==> src/sqpl_pkg.sv <==
// Package for the submission queue publish ledger.
// Holds request and resolution codes and shared types; depends on nothing.
package sqpl_pkg;

  typedef enum logic [1:0] {
    REQ_RESERVE  = 2'd0,
    REQ_HEAD     = 2'd1,
    REQ_COMPLETE = 2'd2,
    REQ_RESOLVE  = 2'd3
  } req_type_e;

  typedef enum logic [1:0] {
    RES_COMMIT   = 2'd0,
    RES_ROLLBACK = 2'd1,
    RES_FATAL    = 2'd2
  } resolution_e;

  localparam logic [1:0] AXI_OKAY = 2'd0;

  typedef struct packed {
    logic [1:0]  req_type;
    logic [31:0] request_id;
    logic        batch_last;
    logic [31:0] seq_value;
    logic [1:0]  axi_resp;
    logic        no_side_effect;
  } req_t;

  typedef struct packed {
    logic [1:0]  result_kind;
    logic        accepted;
    logic [31:0] slot_sequence;
    logic [1:0]  resolution;
  } rsp_t;

  // Scan unit control and status
  typedef struct packed {
    logic        start;
    logic [31:0] id;
  } scan_cmd_t;

  typedef struct packed {
    logic busy;
    logic done;
    logic hit;
  } scan_sts_t;

  typedef enum logic [1:0] {
    ST_IDLE = 2'd0,
    ST_SCAN = 2'd1,
    ST_COPY = 2'd2,
    ST_OUT  = 2'd3
  } state_e;

endpackage

==> src/sqpl_scan.sv <==
// Shared compare unit: scans issued IDs then staged IDs, one entry a cycle.
// Depends on sqpl_pkg.
module sqpl_scan #(
  parameter int unsigned IdCapacity = 64,
  parameter int unsigned MaxBatch   = 16,
  localparam int unsigned IW = $clog2(IdCapacity + 1),
  localparam int unsigned BW = $clog2(MaxBatch + 1),
  localparam int unsigned TW = $clog2(IdCapacity + MaxBatch + 1)
) (
  input  logic                 clk_i,
  input  logic                 rst_ni,
  input  sqpl_pkg::scan_cmd_t  cmd_i,
  input  logic [IW-1:0]        issued_count_i,
  input  logic [BW-1:0]        batch_count_i,
  output logic [TW-1:0]        rd_idx_o,
  input  logic [31:0]          rd_data_i,
  output sqpl_pkg::scan_sts_t  sts_o
);
  import sqpl_pkg::*;

  logic [TW-1:0] idx_q, idx_d, lim;
  logic          busy_q, busy_d, chk_q, chk_d, hit_q, hit_d, done_q, done_d;
  logic [31:0]   id_q, id_d;

  // Read address walks issued range, then staged range at offset
  assign lim = TW'(issued_count_i) + TW'(batch_count_i);

  always_comb begin
    idx_d  = idx_q;
    busy_d = busy_q;
    chk_d  = 1'b0;
    hit_d  = hit_q;
    done_d = 1'b0;
    id_d   = id_q;
    if (cmd_i.start) begin
      idx_d  = '0;
      busy_d = 1'b1;
      hit_d  = 1'b0;
      id_d   = cmd_i.id;
    end else if (busy_q) begin
      if (chk_q && rd_data_i == id_q) hit_d = 1'b1;
      if (idx_q < lim) begin
        chk_d = 1'b1;
        idx_d = idx_q + 1'b1;
      end else if (!chk_q) begin
        busy_d = 1'b0;
        done_d = 1'b1;
      end
    end
  end

  // Map linear index onto the two stores
  always_comb begin
    if (idx_q < TW'(issued_count_i)) rd_idx_o = idx_q;
    else rd_idx_o = TW'(IdCapacity) + (idx_q - TW'(issued_count_i));
  end

  always_ff @(posedge clk_i or negedge rst_ni) begin
    if (!rst_ni) begin
      idx_q <= '0; busy_q <= 1'b0; chk_q <= 1'b0; hit_q <= 1'b0; done_q <= 1'b0;
    end else begin
      idx_q <= idx_d; busy_q <= busy_d; chk_q <= chk_d; hit_q <= hit_d;
      done_q <= done_d;
    end
  end

  always_ff @(posedge clk_i) id_q <= id_d;

  assign sts_o = '{busy: busy_q, done: done_q, hit: hit_q};
endmodule

==> config.mk <==
export PLATFORM = sky130hd
export DESIGN_NAME = sqpl_scan
export DESIGN_NICKNAME = d
export VERILOG_FILES = /design/src/sqpl_pkg.sv /design/src/sqpl_scan.sv
export SDC_FILE = /design/constraint.sdc
export NUM_CORES = 1
export LEC_CHECK = 0
export ABC_AREA = 0
export BUFFER_PORTS_ARGS = -buffer_cell sky130_fd_sc_hd__buf_2
export CORE_UTILIZATION = 52
export CTS_BUF_LIST = sky130_fd_sc_hd__clkbuf_8
export CTS_CLUSTER_DIAMETER = 30
export DETAILED_ROUTE_END_ITERATION = 7
export PLACE_DENSITY = 0.82
export SLEW_MARGIN = 25
export SYNTH_ARGS = -nofsm -noshare
export SYNTH_HDL_FRONTEND = slang
export SYNTH_SLANG_ARGS = --single-unit
==> constraint.sdc <==
create_clock -name clk_i -period 3.5 [get_ports clk_i]
set_clock_uncertainty 0.05 [all_clocks]
set_input_delay 0.7 -clock clk_i [delete_from_list [all_inputs] [get_ports clk_i]]
set_output_delay 0.7 -clock clk_i [all_outputs]
set_load 0.01 [all_outputs]
# Word-level counts from Yosys, hierarchy flattened
# Cells that the tools add are included.
dict set report word_totals {
  inputBits 79
  reg_bits 43
}
dict set report op_classes {
  n_mux 18
  reduce_logical 6
  order_cmp 2
  eq_ne 1
  addsub 4
}
# operator count
set op_table {}
lappend op_table {{32-bit == test} 1}
lappend op_table {{7-bit 2-to-1 mux} 4}
lappend op_table {{7-bit < comparator} 2}
lappend op_table {{1-bit 2-to-1 mux} 14}
lappend op_table {{7-bit by 1-bit adder with 7-bit output (second input constant)} 1}
lappend op_table {{7-bit by 5-bit adder with 7-bit output} 1}
lappend op_table {{7-bit adder (first input constant)} 1}
lappend op_table {{7-bit subtractor} 1}
lappend op_table {{2-bit nonzero test} 3}
lappend op_table {{2-bit AND reduction} 2}
lappend op_table {{1-bit logical AND} 1}

# Longest topological paths before layout
# Gate-level depths: netlist of the first run.
dict set report logic_depth {
  ltp_word 5
  depth_mapped 14
  depth_no_buf 13
}

# Worst setup path before layout of the first run
# No wires, ideal clock.
dict set report synth_timing {
  kind {in2reg}
  start {input port issued_count_i[0]}
  end {register idx_q[2]}
  path_slack_ns -0.122
  t_arrival_ns 3.447
  path_buffers 1
  setup_time_ns 0.125
  path_stages 14
  cell_sequence {ha_1 > fa_1 > a21o_1 > a21oi_1 > nor2b_1 > o21ai_0 > xnor2_1 > ha_1 > nand4_1 > nor2_1 > a221o_1 > buf_2 > nor3b_1 > mux2_2}
}
dict set report synth_between {
  elab_chain_len 4
}
# element line
set synth_rtl {}
lappend synth_rtl {{start, declared} sqpl_scan.sv:13} ;# input logic [IW-1:0] issued_count_i,
lappend synth_rtl {{7-bit by 5-bit adder with 7-bit output} sqpl_scan.sv:26} ;# assign lim = TW'(issued_count_i) + TW'(batch_count_i);
lappend synth_rtl {{7-bit < comparator} sqpl_scan.sv:42} ;# if (idx_q < lim) begin
lappend synth_rtl {{2-bit nonzero test (no line)} --}
lappend synth_rtl {{2-bit AND reduction (no line)} --}
lappend synth_rtl {{end signal, assigned} sqpl_scan.sv:62} ;# idx_q <= idx_d; busy_q <= busy_d; chk_q <= chk_d; hit_q <= hit_d;
lappend synth_rtl {{end, declared} sqpl_scan.sv:21} ;# logic [TW-1:0] idx_q, idx_d, lim;
# No other way between the ends.
# A chain may end at the register's enable or synchronous reset.

# Final worst setup path of the first run
dict set report layout_timing {
  start {input port batch_count_i[0]}
  end {register idx_q[2]}
}
dict set report layout_between {
  elab_chain_len 4
}
# element line
set layout_rtl {}
lappend layout_rtl {{start, declared} sqpl_scan.sv:14} ;# input logic [BW-1:0] batch_count_i,
lappend layout_rtl {{7-bit by 5-bit adder with 7-bit output} sqpl_scan.sv:26}
lappend layout_rtl {{7-bit < comparator} sqpl_scan.sv:42}
lappend layout_rtl {{2-bit nonzero test (no line)} --}
lappend layout_rtl {{2-bit AND reduction (no line)} --}
# No other way between the ends.

==> results of run 1 <==
[cells in the final DEF (no fill, tap or decap), types with 2 or more instances in the layout]
cell	synthesis	routed
sky130_fd_sc_hd__buf_6	0	2
sky130_fd_sc_hd__o21ai_0	10	9
sky130_fd_sc_hd__inv_1	19	19
sky130_fd_sc_hd__nor3_1	2	2
sky130_fd_sc_hd__fa_1	5	4
sky130_fd_sc_hd__buf_2	1	87
sky130_fd_sc_hd__xor2_1	4	4
sky130_fd_sc_hd__xnor2_1	37	37
sky130_fd_sc_hd__nor2_1	9	9
sky130_fd_sc_hd__dfrtp_1	11	11
sky130_fd_sc_hd__nand2_1	10	10
sky130_fd_sc_hd__mux2_2	4	3
sky130_fd_sc_hd__ha_1	24	22
sky130_fd_sc_hd__a211o_1	4	4
sky130_fd_sc_hd__a21o_1	4	4
sky130_fd_sc_hd__edfxtp_1	32	32
sky130_fd_sc_hd__a21oi_1	11	9
sky130_fd_sc_hd__buf_4	3	13
sky130_fd_sc_hd__nand4_1	10	10
sky130_fd_sc_hd__a221oi_1	2	2
sky130_fd_sc_hd__nor4_1	3	3
sky130_fd_sc_hd__or3_1	3	3
sky130_fd_sc_hd__a21oi_2	0	2
sky130_fd_sc_hd__nor2b_1	2	2
sky130_fd_sc_hd__o21bai_1	2	2
sky130_fd_sc_hd__clkbuf_8	0	5
sky130_fd_sc_hd__nand4b_1	2	2
sky130_fd_sc_hd__ha_4	0	2
sky130_fd_sc_hd__nand2b_1	2	2
[final timing paths]
path,to,slack (ns),cells after the start
setup / recovery,idx_q[2],0.08,13
hold / removal,idx_q[4],0.20,1
setup reg to reg,idx_q[2],1.09,7
hold reg to reg,done_q,0.47,1
max in group asynchronous,idx_q[1],2.99,1
min in group clk_i,done_q,0.47,1
[per-layer routing]
| metal | wire length [um] | share of wire (%) |
|---|---|---|
| met2 | 2910 | 52 |
| met5 | 0 | 0 |
| met1 | 2246 | 40 |
| met3 | 301 | 5.4 |
| met4 | 91 | 1.6 |
[registers in the layout (all words and copies together) (netlist names)]
signal	cells
done_q	1
idx_q	7
busy_q	1
id_q	32
chk_q	1
hit_q	1
[kinds of logic (layout without fill, tap and decap cells)]
kind of cell    after synthesis  after routing  share of synthesized area, %
xor+xnor                     41             41                         13.64
buf+inv                      24            130                         3.897
mux                           5              5                         2.091
simple gates                 47             47                         9.554
fa+ha+maj                    29             29                         15.21
compound gates               36             36                         8.650
flops                        43             43                         46.96
[what timing repair did]
action,in CTS,in global routing
endpoints found under the setup margin,1,2
gates resized for setup,1,11
pin swaps,1,11
setup buffers,0,4
[stage by stage]
step	std cells	hold WS, ns
5_1_grt	398	0.2313
4_1_cts	394	0.2120
2_1_floorplan	225	0.3544
3_3_place_gp	386	0.4391
6_report	398	0.2042
3_5_place_dp	386	0.4424
[power by group through the flow]
stage,Clock (W),Combinational (W),Sequential [W]
2_1_floorplan,0,0.000156,0.000617
3_3_place_gp,0,0.000249,0.000622
3_5_place_dp,0,0.000262,0.000623
4_1_cts,0.000392,0.000265,0.000612
5_1_grt,0.000406,0.000312,0.000617
6_report,0.000385,0.000279,0.000612
[worst max-delay path, delay by kind of cell]
family                     cells  cell delay, ns
buffers and inverters          2            0.26
muxes                          1            0.31
adders and majority gates      3            0.79
AOI/OAI and AO/OA              5            1.13
xor gates and xnor gates       1            0.17
and+or+nand+nor                1            0.19
[area by class of cell]
class	instances	area [um^2]	share of cell area [%]
clock buffer	5	68.82	2.012
clock inverter	3	43.79	1.280
inverter	19	71.32	2.085
multi-input combinational	158	1349	39.43
sequential	43	1236	36.14
tap	67	83.83	2.451
timing repair buffer	103	568.0	16.61
==> parameters.txt, run 1 <==
Parameter                              Value

GRT
  Met1 track demand over resource ... 24.43%
  First-pass GRT wire length ... 8.059 mm
  Fraction of met2 tracks used by global routing ... 35.19%
  Gr busiest metal ... met2
  Met3 demand-to-capacity share in global routing ... 3.315%
  Maximum number of pins on one net before global-route repair ... 46
  GR Util All Layers ... 20.15%
  Vias in the first global route ... 1908
  Total congestion overflow ... 0
  Initial antenna violation count ... 0

Yosys
  Gate count after technology mapping ... 225
  Proportion of netlist area held by the largest area contributor ... 36.50%
  Post-synthesis net count ... 333
  Avg Inst Size Synth ... 11.70 um^2
  Number of flops mapped to enable cells by yosys ... 32
  Post-Syn Area ... 0.002633 mm^2
  Leading register cell type out of synthesis ... sky130_fd_sc_hd__edfxtp_1
  Count of yosys warnings during synthesis ... 0
  FFs w/ async S/R, synth ... 25.58%
  Post-synth cell types ... 34
  Main area contributors after synthesis ... sky130_fd_sc_hd__edfxtp_1, sky130_fd_sc_hd__xnor2_1, sky130_fd_sc_hd__ha_1, sky130_fd_sc_hd__dfrtp_1, sky130_fd_sc_hd__fa_1
  Most used standard cell by instance count after synthesis ... sky130_fd_sc_hd__xnor2_1
  Dominant cell type by area after synthesis ... sky130_fd_sc_hd__edfxtp_1
  Most frequent cells after synthesis ... sky130_fd_sc_hd__xnor2_1, sky130_fd_sc_hd__edfxtp_1, sky130_fd_sc_hd__ha_1
  #FFs+latches synth ... 43
  Fraction of the yosys area taken by sequential cells ... 46.96%

Critical path
  Standard cell with the maximum stage delay on the critical path ... sky130_fd_sc_hd__a221o_2
  Critical Path, Cell by Cell ... buf_2, ha_4, fa_2, a21o_1, a21oi_2, xor2_1, ha_1, a21o_1, a21o_1, a221o_2, buf_6, nor3b_4, mux2_4
  Worst setup path startpoint ... batch_count_i[0]
  Arrival time of the worst setup path ... 3.56 ns
  Critical path required time ... 3.64 ns
  Slowest stage delay, CP ... 0.44 ns
  Cell with the most instances on the worst path ... sky130_fd_sc_hd__a21o_1
  Critical Path Sink Type ... register
  Critical Path Fanout Max ... 6
  Startpoint types ... primary input
  Worst r2r src ... idx_q[4]
  Critical path start-end classification ... in2reg

STA
  Hold Fails Final Rpt ... 0
  Worst-margin pin slew ... 0.9058 ns
  Post-route setup TNS ... 0 ns
  Final WS setup ... 0.07729 ns
  Max_slew headroom ... 39.61%
  Final worst path period need ... 3.423 ns
  Final-report setup violation count ... 0
  Final max-slew violation count ... 0
  Maximum operating frequency ... 0.2922 GHz
  Final worst-path cycle share ... 97.79%

Floorplanning
  Initial Utilization ... 55.01%
  Die Area ... 0.005351 mm^2
  Core Area ... 0.004786 mm^2
  Row Count ... 25
  Vertical die dimension ... 73.15 um
  I/O Pins ... 89
  Die width ... 73.15 um

Placed design
  Total half-perimeter wirelength after legalization and detailed placement ... 4.195 mm
  Placed Area ... 0.003219 mm^2
  Final weighted congestion in routability-driven placement ... 0.8418
  IO buf count ... 88
  Worst slack after detailed placement ... -0.3356 ns

Detailed routing
  Final ANT Viol Nets ... 0
  Via count ... 2092
  Router iterations before antenna repair ... 4
  Final wirelength ... 5.550 mm
  Ratio of routed vias to standard cells ... 5.256
  Detailed-route DRC error count ... 0
  Detailed router's first-iteration violation count ... 117
  Average wire per standard cell ... 13.94 um

Finish
  Synth-to-Final Area Change ... 29.94%
  Post-route cell area ... 0.003421 mm^2
  Number of antenna repair diodes ... 0
  Fillers ... 342
  Final layout net count ... 438
  Layout cells sized above 1 ... 36.86%
  Core utilization of the finished layout ... 71.48%

CTS
  Sink count of the clock tree ... 43
  CTS Buffer Depth ... 2
  Total CTS buffers ... 5
  Cell chosen for the clock root ... sky130_fd_sc_hd__clkbuf_8
  Total of hold buffers inserted after clock tree synthesis ... 0
  Clock Latency Late Sink ... 0.30 ns
  Maximum level of the CTS H-tree ... 2
  Clk pin slew, worst setup/hold paths ... 0.09 ns
  Clock tree from TritonCTS ... built

Min path
  Worst hold path class ... in2async

Power and ir drop
  Power density over cell area ... 373.2 mW/mm^2
  Sequential fraction of design power ... 48.0%
  Net switching share of the total power ... 25.54%
  Worst IR drop on VDD ... 0.2811 mV
  Net Switching ... 0.0003260 W
  Clock Power Share ... 30.1%
  Part of the total power dissipated in combinational logic ... 21.9%
  Pwr Total ... 0.001277 W
  Leakage power of the design ... 1.567 nW
  Cell internal power dissipation ... 0.0009506 W

Job
  Max-capacitance violation count ... 0

Status
  Outcome ... complete, no violations
(Power assumes the default switching activity.)
==> inputs of run 2 (changes only) <==
RECOVER_POWER = 50   (was not set)
==> run 2 against run 1 <==
Against the previous run:
- critical path depth is the same
- combinational power is essentially flat
- first-iteration DRC count is the same
- sequential power is essentially flat
- setup slack is essentially flat
- utilization is essentially flat
- clock power is essentially flat
- flip-flop and latch count is the same
- register-to-register slack is essentially flat
- worst hold slack gained 0.11 ns
- cell area is essentially flat
- critical path type unchanged
- largest cell class unchanged
==> parameters.txt, run 2 (synthesis gave the netlist of run 1 again) <==
Parameter                              Value

Status
  Outcome ... complete, no violations (unchanged)

STA
  Maximum operating frequency ... 0.2921 GHz (was 0.2922 GHz)
  Final worst-path cycle share ... 97.80% (was 97.79%)
  Worst-margin pin slew ... 0.9060 ns (was 0.9058 ns)
  Max_slew headroom ... 39.60% (was 39.61%)
  Hold Fails Final Rpt ... 0 (unchanged)
  Post-route setup TNS ... 0 ns (unchanged)
  Final-report setup violation count ... 0 (unchanged)
  Final max-slew violation count ... 0 (unchanged)
  Final WS setup ... 0.07685 ns (was 0.07729 ns)
  Final worst path period need ... 3.423 ns (about the same)
  Worst hold margin ... 0.3169 ns (was 0.2042 ns)

Detailed routing
  Router iterations before antenna repair ... 4 (unchanged)
  Detailed router's first-iteration violation count ... 117 (unchanged)
  Met3 routed wirelength ... 301 um (unchanged)
  Average wire per standard cell ... 13.93 um (was 13.94 um)
  Met2 wirelength from detailed routing ... 2.911 mm (was 2.910 mm)
  Final ANT Viol Nets ... 0 (unchanged)
  Via count ... 2093 (was 2092)
  Highest metal used ... met4 (unchanged)
  Detailed-route DRC error count ... 0 (unchanged)
  Final wirelength ... 5.543 mm (was 5.550 mm)
  Ratio of routed vias to standard cells ... 5.259 (was 5.256)
  Metal1 wirelength ... 2.238 mm (was 2.246 mm)

GRT
  GR Util All Layers ... 20.15% (unchanged)
  Initial antenna violation count ... 0 (unchanged)
  First-pass GRT wire length ... 8.059 mm (unchanged)
  Maximum number of pins on one net before global-route repair ... 46 (unchanged)
  Vias in the first global route ... 1908 (unchanged)
  Total congestion overflow ... 0 (unchanged)

Power and ir drop
  Worst IR drop on VDD ... 0.2811 mV (about the same)
  Cell internal power dissipation ... 0.0009504 W (was 0.0009506 W)
  Power density over cell area ... 373.2 mW/mm^2 (about the same)
  Net switching share of the total power ... 25.52% (was 25.54%)
  Leakage power of the design ... 1.564 nW (was 1.567 nW)
  Clock Power Share ... 30.1% (about the same)
  Net Switching ... 0.0003256 W (was 0.0003260 W)
  Sequential fraction of design power ... 48.0% (about the same)
  Part of the total power dissipated in combinational logic ... 21.9% (about the same)

Critical path
  Critical path required time ... 3.64 ns (about the same)
  Arrival time of the worst setup path ... 3.56 ns (about the same)
  Critical path start-end classification ... in2reg (unchanged)
  Critical Path Sink Type ... register (unchanged)
  Critical Path Fanout Max ... 6 (unchanged)
  Startpoint types ... primary input (unchanged)

Finish
  Number of antenna repair diodes ... 0 (unchanged)
  Largest registers ... id_q x32, idx_q x7 (unchanged)
  Most frequent cells in the layout ... sky130_fd_sc_hd__buf_2, sky130_fd_sc_hd__xnor2_1, sky130_fd_sc_hd__edfxtp_1, sky130_fd_sc_hd__ha_1, sky130_fd_sc_hd__inv_1 (unchanged)
  Layout cells sized above 1 ... 36.56% (was 36.86%)
  Max FFs per register ... 32 (unchanged)
  Register containing the most flip-flops in the final layout ... id_q (unchanged)
  Final layout net count ... 438 (unchanged)
  Most common cell after layout, fill and taps aside ... sky130_fd_sc_hd__buf_2 (unchanged)
  Synth-to-Final Area Change ... 29.90% (was 29.94%)

CTS
  Cell chosen for the clock root ... sky130_fd_sc_hd__clkbuf_8 (unchanged)
  Clk pin slew, worst setup/hold paths ... 0.09 ns (about the same)
  Maximum level of the CTS H-tree ... 2 (unchanged)
  Total CTS buffers ... 5 (unchanged)
  Clock tree from TritonCTS ... built (unchanged)
  Clock Latency Late Sink ... 0.30 ns (about the same)
  CTS Buffer Depth ... 2 (unchanged)
  Total of hold buffers inserted after clock tree synthesis ... 0 (unchanged)
  Sink count of the clock tree ... 43 (unchanged)

Placed design
  Worst slack after detailed placement ... -0.3356 ns (unchanged)
  Final weighted congestion in routability-driven placement ... 0.8418 (unchanged)
  Total half-perimeter wirelength after legalization and detailed placement ... 4.195 mm (unchanged)
  IO buf count ... 88 (unchanged)

Floorplanning
  Core Area ... 0.004786 mm^2 (unchanged)
  Row Count ... 25 (unchanged)
  Initial Utilization ... 55.01% (unchanged)
  Vertical die dimension ... 73.15 um (unchanged)
  Die Area ... 0.005351 mm^2 (unchanged)
  I/O Pins ... 89 (unchanged)
  Die width ... 73.15 um (unchanged)

Job
  Max-capacitance violation count ... 0 (unchanged)

Min path
  Worst hold path class ... in2async (unchanged)
==> run 2: cell count changes in the layout (fill, tap and decap cells not counted), sizes merged <==
cell,before,now
clkbuf,5,6
buf,102,101
==> run 2: through the flow <==
stage | util (%) | instance area (um^2) | power [W] | cells
2_1_floorplan | - | 2644 | 0.0007725 | 225
3_3_place_gp | 67.27 | 3219 | 0.0008707 | 386
3_5_place_dp | 67.27 | 3219 | 0.0008854 | 386
4_1_cts | 69.65 | 3333 | 0.001269 | 394
5_1_grt | 71.45 | 3420 | 0.001335 | 398
6_report | 71.45 | 3420 | 0.001276 | 398
==> run 2: worst paths after layout <==
| kind | start | to | slack, ns | depth (start not counted) |
|---|---|---|---|---|
| setup / recovery | batch_count_i[0] | idx_q[2] | 0.08 | 13 |
| hold / removal | rst_ni | idx_q[4] | 0.32 | 1 |
| setup reg to reg | idx_q[4] | idx_q[2] | 1.09 | 7 |
| hold reg to reg | chk_q | done_q | 0.47 | 1 |
| max in group asynchronous | rst_ni | idx_q[1] | 2.70 | 1 |
| min in group clk_i | chk_q | done_q | 0.47 | 1 |
==> run 2: layout make-up <==
class                      count  area (um^2)
clock buffer                   5        68.82
clock inverter                 3        43.79
fill                         343         1366
inverter                      19        71.32
multi-input combinational    158         1349
sequential                    43         1236
tap                           67        83.83
timing repair buffer         103        566.8
==> run 2: power by group through the flow <==
| stage | logic, W | clock network [W] | registers [W] |
|---|---|---|---|
| 2_1_floorplan | 0.000156 | 0 | 0.000617 |
| 3_3_place_gp | 0.000249 | 0 | 0.000622 |
| 3_5_place_dp | 0.000262 | 0 | 0.000623 |
| 4_1_cts | 0.000265 | 0.000392 | 0.000612 |
| 5_1_grt | 0.000312 | 0.000406 | 0.000617 |
| 6_report | 0.000279 | 0.000385 | 0.000612 |
==> run 2: metal layers <==
| layer | track usage, % | vias up |
|---|---|---|
| met5 | 0 | - |
| met4 | 8.932 | 0 |
| met3 | 3.315 | 13 |
| met2 | 35.19 | 82 |
| met1 | 24.43 | 984 |
| li1 | - | 1014 |
==> run 2: worst max-delay path: stages <==
cell and delay [ns]:
sky130_fd_sc_hd__buf_2 0.12, sky130_fd_sc_hd__ha_4 0.16, sky130_fd_sc_hd__fa_2 0.36, sky130_fd_sc_hd__a21o_1 0.20
sky130_fd_sc_hd__a21oi_2 0.16, sky130_fd_sc_hd__xor2_1 0.17, sky130_fd_sc_hd__ha_1 0.27, sky130_fd_sc_hd__a21o_1 0.17
sky130_fd_sc_hd__a21o_1 0.16, sky130_fd_sc_hd__a221o_2 0.44, sky130_fd_sc_hd__buf_6 0.14, sky130_fd_sc_hd__nor3b_4 0.19
sky130_fd_sc_hd__mux2_4 0.31
==> run 2: what timing repair did <==
| item | CTS | global route |
|---|---|---|
| pin swaps | 1 | 11 |
| endpoints found under the setup margin | 1 | 2 |
| setup buffers | 0 | 4 |
| endpoints found under the hold margin | 0 | 0 |
| resized for setup | 1 | 11 |
==> inputs of run 3 (changes only) <==
CORE_UTILIZATION = 32   (was 52)
PLACE_DENSITY = not set   (was 0.82)
==> run 3 against run 2 <==
Against the previous run:
- sequential power about the same
- die area up 61%
- clock power down 24%
- critical path depth down 1
- first-iteration DRC count down 60%
- cell area down 0.44%
- final cell count up 8.5%
- power down 8.7%
- count of clock-buffer cells in the layout unchanged
- non-clock buffer count down 1
- worst hold slack better by 0.032 ns
- via count down 5.8%
- critical path type unchanged
- critical endpoint is now idx_q[6]
- highest routed layer unchanged
==> parameters.txt, run 3 (synthesis gave the netlist of run 1 again) <==
Parameter                              Value

Critical path
  Top Family by Delay on Critical Path ... compound AO/OA/AOI/OAI gates (unchanged)
  Critical path start-end classification ... in2reg (unchanged)
  Startpoint types ... primary input (unchanged)
  Critical Path Sink Type ... register (unchanged)
  Cell with the most instances on the worst path ... sky130_fd_sc_hd__a21o_1 (unchanged)
  Logic depth of the worst register-to-register path ... 6 (was 7)
  Critical Path Fanout Max ... 6 (unchanged)
  Count of buffering cells on the critical path with inverters included ... 1 (was 2)
  Worst r2r src ... idx_q[4] (unchanged)
  Slowest stage delay, CP ... 0.50 ns (was 0.44 ns)
  Destination of the worst register-to-register timing path ... idx_q[6] (was idx_q[2])
  Flop-to-flop setup slack ... 1.11 ns (was 1.09 ns)
  Arrival time of the worst setup path ... 3.56 ns (about the same)
  Critical Path, Cell by Cell ... buf_2, ha_4, fa_2, a21o_1, a21oi_2, xor2_1, ha_1, a21o_1, a21o_1, a221o_2, or4_4, a21oi_2 (was buf_2, ha_4, fa_2, a21o_1, a21oi_2, xor2_1, ha_1, a21o_1, a21o_1, a221o_2, buf_6, nor3b_4, mux2_4)
  Standard cell with the maximum stage delay on the critical path ... sky130_fd_sc_hd__or4_4 (was sky130_fd_sc_hd__a221o_2)
  Critical path required time ... 3.66 ns (was 3.64 ns)

STA
  Setup repair after global routing missed its margin ... yes
  Worst-margin pin slew ... 0.9325 ns (was 0.9060 ns)
  Hold Fails Final Rpt ... 0 (unchanged)
  Final max-slew violation count ... 0 (unchanged)
  Maximum operating frequency ... 0.2934 GHz (was 0.2921 GHz)
  Final-report setup violation count ... 0 (unchanged)
  Final worst-path cycle share ... 97.39% (was 97.80%)
  Final worst path period need ... 3.409 ns (was 3.423 ns)
  Max_slew headroom ... 37.84% (was 39.60%)

Finish
  Fillers ... 764 (was 343)
  Largest registers ... id_q x32, idx_q x7 (unchanged)
  Final layout net count ... 437 (was 438)
  Reg area ... 0.001236 mm^2 (unchanged)
  Multi-input combinational cell area ... 0.001338 mm^2 (was 0.001349 mm^2)
  Most frequent cells in the layout ... sky130_fd_sc_hd__buf_2, sky130_fd_sc_hd__xnor2_1, sky130_fd_sc_hd__edfxtp_1, sky130_fd_sc_hd__ha_1, sky130_fd_sc_hd__inv_1 (unchanged)
  Number of antenna repair diodes ... 0 (unchanged)
  Register containing the most flip-flops in the final layout ... id_q (unchanged)
  Post-route cell area ... 0.003405 mm^2 (was 0.003420 mm^2)
  Non-filler cells, final ... 432 (was 398)
  Layout cells sized above 1 ... 36.36% (was 36.56%)
  Max FFs per register ... 32 (unchanged)
  Synth-to-Final Area Change ... 29.33% (was 29.90%)
  Most common cell after layout, fill and taps aside ... sky130_fd_sc_hd__buf_2 (unchanged)

Floorplanning
  Die width ... 92.70 um (was 73.15 um)
  Vertical die dimension ... 92.70 um (was 73.15 um)
  Core Area ... 0.007848 mm^2 (was 0.004786 mm^2)
  I/O Pins ... 89 (unchanged)
  Initial Utilization ... 33.55% (was 55.01%)
  Die Area ... 0.008593 mm^2 (was 0.005351 mm^2)
  Row Count ... 32 (was 25)

Placed design
  Cell Count Post-Placement ... 422 (was 386)
  Total half-perimeter wirelength after legalization and detailed placement ... 4.284 mm (was 4.195 mm)
  IO buf count ... 88 (unchanged)
  Final weighted congestion in routability-driven placement ... 0.7957 (was 0.8418)
  Placed Area ... 0.003271 mm^2 (was 0.003219 mm^2)

CTS
  Clock tree from TritonCTS ... built (unchanged)
  Cell chosen for the clock root ... sky130_fd_sc_hd__clkbuf_8 (unchanged)
  Clock Latency Late Sink ... 0.29 ns (was 0.30 ns)
  Clk pin slew, worst setup/hold paths ... 0.07 ns (was 0.09 ns)
  CTS Buffer Depth ... 2 (unchanged)
  Maximum level of the CTS H-tree ... 2 (unchanged)
  Total CTS buffers ... 5 (unchanged)
  Total of hold buffers inserted after clock tree synthesis ... 0 (unchanged)
  Sink count of the clock tree ... 43 (unchanged)

Power and ir drop
  Power density over cell area ... 342.1 mW/mm^2 (was 373.2 mW/mm^2)
  Part of the total power dissipated in combinational logic ... 22.4% (was 21.9%)
  Pwr Total ... 0.001165 W (was 0.001276 W)
  Cell internal power dissipation ... 0.0008665 W (was 0.0009504 W)
  Net Switching ... 0.0002981 W (was 0.0003256 W)
  Leakage power of the design ... 1.528 nW (was 1.564 nW)
  Net switching share of the total power ... 25.60% (was 25.52%)
  Worst IR drop on VDD ... 0.2859 mV (was 0.2811 mV)
  Sequential fraction of design power ... 52.5% (was 48.0%)
  Clock Power Share ... 25.1% (was 30.1%)

Detailed routing
  Detailed router's first-iteration violation count ... 47 (was 117)
  Average wire per standard cell ... 12.25 um (was 13.93 um)
  Via count ... 1971 (was 2093)
  Final ANT Viol Nets ... 0 (unchanged)
  Router iterations before antenna repair ... 4 (unchanged)
  Detailed-route DRC error count ... 0 (unchanged)
  Ratio of routed vias to standard cells ... 4.563 (was 5.259)
  Final wirelength ... 5.291 mm (was 5.543 mm)

GRT
  Initial antenna violation count ... 0 (unchanged)
  Maximum number of pins on one net before global-route repair ... 46 (unchanged)
  Vias in the first global route ... 2056 (was 1908)
  Total congestion overflow ... 0 (unchanged)
  GR Util All Layers ... 12.97% (was 20.15%)
  First-pass GRT wire length ... 8.707 mm (was 8.059 mm)

Min path
  Worst hold path class ... in2async (unchanged)

Job
  Max-capacitance violation count ... 0 (unchanged)

Status
  Outcome ... complete, no violations (unchanged)
## run 3: through the flow
stage               utilization [%]  setup slack, ns  setup TNS [ns]  hold WS (ns)
floorplan                         -          0.01102               0        0.3544
global placement              41.68          -0.2251         -0.6294        0.4213
detailed placement            41.68          -0.3381          -1.180        0.4244
CTS                           42.78         0.002486               0        0.2216
global route                  43.38         -0.01595        -0.02498        0.3973
finish                        43.38          0.09119               0        0.3487
## run 3: how the worst max path moves through the flow
stage	end	cells past startpoint	from
after global placement	idx_q[6]	12	issued_count_i[0]
after floorplan	idx_q[2]	12	issued_count_i[0]
final	idx_q[6]	12	issued_count_i[0]
after global routing	idx_q[5]	14	issued_count_i[0]
after CTS	idx_q[6]	12	issued_count_i[0]
after detailed placement	idx_q[6]	12	issued_count_i[0]
## run 3: area by class of cell
class                   count  share of cell area, %
well taps                 102                  3.749
clock buffers               5                  2.021
clock inverters             3                 0.4778
flip-flops and latches     43                  36.31
multi-input cells         158                  39.29
inverters                  19                  2.095
repair buffers            102                  16.06
## run 3: power groups by stage
stage                     Clock, W  Combinational, W  Sequential [W]
final                     0.000293          0.000260        0.000612
after global routing      0.000321          0.000298        0.000616
after CTS                 0.000309          0.000261        0.000612
after detailed placement         0          0.000260        0.000623
after global placement           0          0.000254        0.000621
after floorplan                  0          0.000156        0.000617
## run 3: routing by layer
layer | wire length, um | vias to the layer above | GRT usage, %
met5 | 0 | - | 0
met4 | 36 | 0 | 4.615
met3 | 401 | 2 | 3.941
met2 | 2550 | 67 | 22.53
met1 | 2304 | 890 | 15.07
li1 | - | 1012 | -
## run 3: repair_timing
item / in CTS / in global routing
endpoints found under the hold margin: 0 / 0
setup buffers: 0 / 2
pin swaps: 1 / 11
gates resized for setup: 1 / 10
endpoints found under the setup margin: 1 / 4
